$ cat config.mk
export PLATFORM = sky130hd
export DESIGN_NAME = tun_sqrt
export DESIGN_NICKNAME = d
export VERILOG_FILES = /design/src/hdl/tun_pkg.sv /design/src/hdl/tun_sqrt.sv
export SDC_FILE = /design/constraint.sdc
export NUM_CORES = 2
export LEC_CHECK = 0
export ABC_CLOCK_PERIOD_IN_PS = 3800
export BUFFER_PORTS_ARGS = -buffer_cell sky130_fd_sc_hd__buf_4
export CORE_UTILIZATION = 60
export DETAILED_ROUTE_END_ITERATION = 10
export PLACE_DENSITY = 0.8
export SYNTH_ARGS = -nofsm -noshare
export SYNTH_HDL_FRONTEND = slang
export SYNTH_SLANG_ARGS = --single-unit
$ cat constraint.sdc
create_clock -name clk -period 3.8 [get_ports clk]
set_clock_uncertainty 0.15 [all_clocks]
set_input_delay 0.76 -clock clk [delete_from_list [all_inputs] [get_ports clk]]
set_output_delay 0.76 -clock clk [all_outputs]
set_load 0.1 [all_outputs]
$ cat src/hdl/tun_pkg.sv
// tun_pkg: shared widths, types and bounds for the triangle unit normal pipeline
// depends on nothing; imported by every module under hdl
package tun_pkg;

  localparam int COORD_WIDTH      = 16;
  localparam int NORMAL_FRAC_BITS = 14;
  localparam int OUT_WIDTH        = 16;

  // edge, cross product, magnitude, square, sum and remainder widths
  localparam int EDGE_W  = COORD_WIDTH + 1;
  localparam int PROD_W  = 2 * EDGE_W;
  localparam int CROSS_W = PROD_W + 1;
  localparam int MAG_W   = PROD_W;
  localparam int LO_W    = MAG_W / 2;
  localparam int HI_W    = MAG_W - LO_W;
  localparam int SQ_W    = 2 * MAG_W;
  localparam int SUM_W   = SQ_W + 2;
  localparam int REM_W   = SUM_W + 1;

  // quotient floor(c^2 * 2^(2F+2) / s) and its integer square root
  localparam int QUO_W     = 2 * NORMAL_FRAC_BITS + 3;
  localparam int ROOT_W    = (QUO_W + 1) / 2;
  localparam int SQ_REM_W  = ROOT_W + 2;

  localparam logic [QUO_W-1:0]  QUO_MAX  = QUO_W'(1) << (QUO_W - 1);
  localparam logic [ROOT_W-1:0] ROOT_MAX = ROOT_W'(1) << (ROOT_W - 1);

  typedef logic signed [COORD_WIDTH-1:0] coord_t;
  typedef logic signed [OUT_WIDTH-1:0]   normal_t;

  typedef struct packed {
    logic       valid;
    logic       degen;
    logic [2:0] neg;
  } tun_ctl_t;

endpackage

$ cat src/hdl/tun_sqrt.sv
// tun_sqrt: pipelined digit-by-digit integer square root, one root bit per stage
// depends on tun_pkg
module tun_sqrt (
  input  logic                         clk,
  input  logic                         rst,
  input  tun_pkg::tun_ctl_t            ctl_in,
  input  logic [tun_pkg::QUO_W-1:0]    quo_in [3],
  output tun_pkg::tun_ctl_t            ctl_out,
  output logic [tun_pkg::ROOT_W-1:0]   root_out [3]
);
  import tun_pkg::*;

  localparam int RAD_W = 2 * ROOT_W;

  tun_ctl_t            ctl       [ROOT_W];
  logic [RAD_W-1:0]    rad       [ROOT_W][3];
  logic [SQ_REM_W-1:0] rem       [ROOT_W][3];
  logic [ROOT_W-1:0]   root      [ROOT_W][3];
  logic [RAD_W-1:0]    rad_next  [ROOT_W][3];
  logic [SQ_REM_W-1:0] rem_next  [ROOT_W][3];
  logic [ROOT_W-1:0]   root_next [ROOT_W][3];

  always_comb begin
    logic [RAD_W-1:0]    src_rad;
    logic [SQ_REM_W-1:0] src_rem;
    logic [ROOT_W-1:0]   src_root;
    logic [SQ_REM_W-1:0] rem_t;
    logic [SQ_REM_W-1:0] trial;
    logic                ge;
    for (int k = 0; k < ROOT_W; k++) begin
      for (int i = 0; i < 3; i++) begin
        if (k == 0) begin
          src_rad  = RAD_W'(quo_in[i]);
          src_rem  = '0;
          src_root = '0;
        end else begin
          src_rad  = rad[k-1][i];
          src_rem  = rem[k-1][i];
          src_root = root[k-1][i];
        end
        rem_t = {src_rem[SQ_REM_W-3:0], src_rad[RAD_W-1:RAD_W-2]};
        trial = {src_root, 2'b01};
        ge    = (rem_t >= trial);
        rad_next[k][i]  = src_rad << 2;
        rem_next[k][i]  = ge ? (rem_t - trial) : rem_t;
        root_next[k][i] = {src_root[ROOT_W-2:0], ge};
      end
    end
  end

  always_ff @(posedge clk) begin
    for (int k = 0; k < ROOT_W; k++) begin
      if (k == 0) begin
        ctl[k].degen <= ctl_in.degen;
        ctl[k].neg   <= ctl_in.neg;
      end else begin
        ctl[k].degen <= ctl[k-1].degen;
        ctl[k].neg   <= ctl[k-1].neg;
      end
      if (rst) begin
        ctl[k].valid <= 1'b0;
      end else if (k == 0) begin
        ctl[k].valid <= ctl_in.valid;
      end else begin
        ctl[k].valid <= ctl[k-1].valid;
      end
      for (int i = 0; i < 3; i++) begin
        rad[k][i]  <= rad_next[k][i];
        rem[k][i]  <= rem_next[k][i];
        root[k][i] <= root_next[k][i];
      end
    end
  end

  assign ctl_out = ctl[ROOT_W-1];
  always_comb begin
    for (int i = 0; i < 3; i++) root_out[i] = root[ROOT_W-1][i];
  end

  // root of an in-range quotient cannot pass twice the unit scale
  a_root_bound: assert property (@(posedge clk) disable iff (rst)
    ctl_out.valid && !ctl_out.degen |->
      root_out[0] <= ROOT_MAX && root_out[1] <= ROOT_MAX && root_out[2] <= ROOT_MAX)
    else $error("square root above bound");

endmodule

* After elaboration in Yosys (flattened, before gate mapping)
Memory sizes are Yosys's and may differ from the RTL's.
Cells that the tools add are included.
** Storage, ports and cells
- Output and inout port bits :: 53
- Register bits :: 0
- Input port bits :: 100
- RAM bits :: 3152
- Memories kept :: 4
- Logic and storage cells :: 183
** Memory list
- rad :: depth 16, bits a word 90, read ports 15, clocked after Yosys merged registers in 0, write ports 16, line tun_sqrt.sv:16 : logic [RAD_W-1:0] rad [ROOT_W][3];
- rem :: depth 16, bits a word 54, read ports 15, clocked after Yosys merged registers in 0, write ports 16, line tun_sqrt.sv:17 : logic [SQ_REM_W-1:0] rem [ROOT_W][3];
- root :: depth 16, bits a word 48, read ports 16, clocked after Yosys merged registers in 0, write ports 16, line tun_sqrt.sv:18 : logic [ROOT_W-1:0] root [ROOT_W][3];
- ctl :: depth 16, bits a word 5, read ports 16, clocked after Yosys merged registers in 0, write ports 16, line tun_sqrt.sv:15 : tun_ctl_t ctl [ROOT_W];
** Cells by class
- Bitwise logic cells :: 16
- Multiplexer cells :: 67
- $lt $le $gt $ge :: 48
- Add/subtract/negate cells :: 48
** Operators with widths (count)
- 18-bit 2-to-1 mux :: 48
- 18-bit greater-or-equal comparator :: 45
- 18-bit subtractor :: 45
- 1-bit 2-to-1 mux :: 19
- 1-bit bitwise OR :: 16
- 1-bit by 1-bit subtractor with 2-bit output, second input constant :: 3
- 1-bit greater-or-equal comparator, second input constant :: 3

* Longest topological paths before layout
- Word-level depth :: 3
- Gate-level depth with buffers :: 12
- Mapped depth without buffers :: 10

* Least setup slack after synthesis
OpenSTA, ideal clock, no wires.
- Kind :: flip-flop to flip-flop
- Start :: mem root[1][243] (netlist bit)
- End :: mem rem[1][332] (netlist bit)
- Required time :: 3529 ps
- Path slack :: 919 ps
- Period minus slack after synthesis :: 2881 ps
- Data arrival time :: 2611 ps
- Library setup time :: 121 ps
- Buffers on the path :: 2
- Stages on the path, launching flop included :: 13
- Cells stage by stage :: dfxtp_1 inv_1 ha_1 a21o_1 a21o_1 a21oi_1 a21boi_0 a21oi_1 o2111ai_1 and3_1 buf_2 buf_4 mux2_2
** RTL lines (line)
- start, declared :: tun_sqrt.sv:18
- end, declared :: tun_sqrt.sv:17

==> impl_metrics.json <==
{
  "drt_iter0_drc": 2215,
  "syn_avg_cell_area_sq_um": 10.71,
  "synth_top_flop_cell": "dfxtp_1",
  "power.leakage_uw": 0.03518,
  "fin_ws_ns": 0.6042,
  "rsz0062_at_grt": "false",
  "n_fill_cell": 7611,
  "cts_root_buffer": "clkbuf_16",
  "slew_viol_final": 0,
  "cts_tree": "built",
  "fin_setup_tns_ns": 0,
  "power_density_nw_per_um2": 735.7,
  "yosysWarnings": 0,
  "cts_inserted_buffers": 177,
  "drive_above_1_share_pct": 9.811,
  "clk_path_buf_depth": 3,
  "swShare_pct": 28.36,
  "finalCriticalPeriod_ns": 3.196,
  "cp_slowest_cell": "or4_4",
  "remaining_drc_errors": 2,
  "crit_required_ns": 4.31,
  "antenna_found_initial": 2,
  "hold_path_class": "in -> reg",
  "grt_pass1_vias": 40547,
  "yosys.area.top_type": "dfxtp_1",
  "grt_usage_pct": 20.58,
  "fin_crit_sh_pct": 84.10,
  "io_buffers": 152,
  "synth_cells": 6044,
  "layout.nets": 6926,
  "cts_sinks": 1862,
  "synth_cell_types": 83,
  "num_rows": 120,
  "grt_pass1_wl_mm": 186.8,
  "die_y_microns": 330.4,
  "grt_max_degree": 28,
  "gp_congestion": 0.9285,
  "die-area_sq_um": 109200,
  "ys_seq_area_share_pct": 57.59,
  "avgRoutedWirePerCell_microns": 14.22,
  "clock.fmax_mhz": 312.9,
  "critical_path_arrival_ns": 3.70,
  "hold_violations": 0,
  "p_total_uw": 54750,
  "critPathLaunchType": "flip-flop",
  "ios": 153,
  "switchingPower_uw": 15530,
  "grt-ovfl-total": 0,
  "internal-power_uw": 39220,
  "failed_checks": "design-rule violations",
  "netlist_top_cells_count": "dfxtp_1, inv_1, ha_1, nor2_1, nand2_1",
  "pwr-share-seq_pct": 45.8,
  "h-tree-depth": 4,
  "crit_path_end_kind": "flip-flop",
  "ys_async_sr_fraction_pct": 0,
  "setup_viol": 0,
  "path_max_fanout": 25,
  "worst_slew_margin_rel_pct": 47.20,
  "dp_hpwl_mm": 79.74,
  "synth_seq_cells": 1862,
  "critPathMaxStageDelay_ns": 0.54,
  "drt_wl_total_mm": 112.7,
  "clk_latency_ns": 0.79,
  "synth.area.top_cells": "dfxtp_1, ha_1, xnor2_1",
  "vias": 41019,
  "ir_drop_mv": 0.4720,
  "die_x_microns": 330.4,
  "drv_cap": 0,
  "core_region_area_sq_um": 107100,
  "crit_chain": "inv_1 > ha_1 > nand2_1 > or4_4 > o31ai_2 > o32ai_1 > a31o_2 > or3_1 > o32a_1",
  "ant_nets": 0,
  "dr.pass1.iters": 9,
  "cts_resized": 0,
  "area_delta_synth_final_pct": 14.97,
  "dp_slack_ns": 0.6339,
  "tightestPinTransition_ns": 0.7921,
  "p_clk_share_pct": 33.3,
  "dp.cells": 7503,
  "clk_pin_slew_ns": 0.06,
  "path_class": "reg -> reg",
  "synth-edff-count": 0,
  "stdcell_count": 7927,
  "hold_ws_ns": 0.05553,
  "yosysMostFrequentCell": "dfxtp_1",
  "start_util_pct": 60.46,
  "status": "finished with violations",
  "vias_per_cell": 5.175,
  "pwr-share-comb_pct": 20.8,
  "synthesis.area_sq_um": 64720,
  "yosys.area.top_type_share_pct": 57.59
}
critical path: cells and delay by family, from the launching register on:
kind | cells | cell delay [ns]
compound gates | 4 | 1.09
flops | 1 | 0.32
buf+inv | 1 | 0.05
fa+ha+maj | 1 | 0.40
simple gates | 3 | 1.07
sequential cells by signal, summed over array words and instances, names as in the netlist:
register	cells
rem	654
rad	720
ctl	80
root	408
cell type report:
cell class,instances,area (sq um),share of cell area [%]
Antenna cell,1,2.502,0.003363
Multi-Input combinational cell,3506,24720,33.22
Sequential cell,1862,37280,50.09
Inverter,556,2087,2.805
Clock buffer,231,5006,6.728
Timing Repair Buffer,273,2292,3.080
Clock inverter,95,1276,1.715
Tap cell,1403,1755,2.359
timing repair:
action                                  4_1_cts  5_1_grt
setup buffers                                 0        0
hold buffers                                 97        0
endpoints found under the setup margin        0        0
hold endpoints to repair                     97        0
cell usage in the layout, fill, tap and decap left out, types with 20 or more instances in the layout:
cell type      Yosys  final
dfxtp_1         1862   1862
inv_1            556    556
ha_1             450    450
nor2_1           365    365
nand2_1          329    329
a21oi_1          311    311
o21ai_0          277    276
xnor2_1          260    260
xor2_1           183    183
clkbuf_16          0    180
buf_4             49    176
nor3_1           140    140
mux2_2           112    112
o21a_1           106    106
a21o_1           101    101
nor2b_1           97     97
dlygate4sd3_1      0     97
nand2b_1          92     92
nand3_1           69     69
nor4_1            63     63
nand4_1           48     48
o31ai_1           46     46
or3_1             39     39
clkinv_2           0     36
o21bai_1          32     32
clkbuf_8           0     31
a21boi_0          29     29
a211oi_1          30     29
a31oi_1           28     28
or4_1             27     27
or2_2             25     25
bufinv_16          0     22
clkbuf_1          59     20
layer usage:
layer	track usage (%)	routed length, microns	part of all wire (%)	up-vias
met3	3.432	4076	3.6	274
met4	9.207	4112	3.6	4
met5	0	20	0.018	-
met2	36.91	55560	49	833
li1	-	-	-	21095
met1	24.00	48970	43	18813
per-stage QoR:
stage,instance area [sq um],util (%)
detailed placement,67160,62.73
CTS,74410,69.51
global route,74410,69.51
floorplan,64730,-
global placement,67160,62.73
finish,74410,69.51
path summary, 6_finish.rpt:
check	depth (start not counted)	end	start	slack, ns
setup reg to reg	9	rem[1][283]	root[1][199]	0.60
hold reg to reg	0	rad[0][398]	rad[0][306]	0.16
hold / removal	2	ctl[0][4]	ctl_in[4]	0.06
setup / recovery	9	rem[1][283]	root[1][199]	0.60
power groups by stage:
stage,sequential [uW],clock (uW),combinational [uW]
after floorplan,24700,0,9200
after global placement,25400,0,10800
after detailed placement,25500,0,11100
after CTS,25100,18700,11400
after global routing,25400,19500,12700
final,25100,18300,11400
kinds of logic after synthesis:
| logic type | Yosys count | synth area share [%] |
|---|---|---|
| other | 1 | 0.005794 |
| multiplexers | 132 | 2.266 |
| AO/OA/AOI/OAI | 1088 | 10.55 |
| XOR/XNOR | 443 | 5.995 |
| flip-flops | 1862 | 57.59 |
| buffers and inverters | 678 | 4.247 |
| AND/OR/NAND/NOR | 1390 | 10.64 |
| adder cells (fa/ha/maj) | 450 | 8.700 |
No activity file was read; power rests on OpenSTA's default activity.
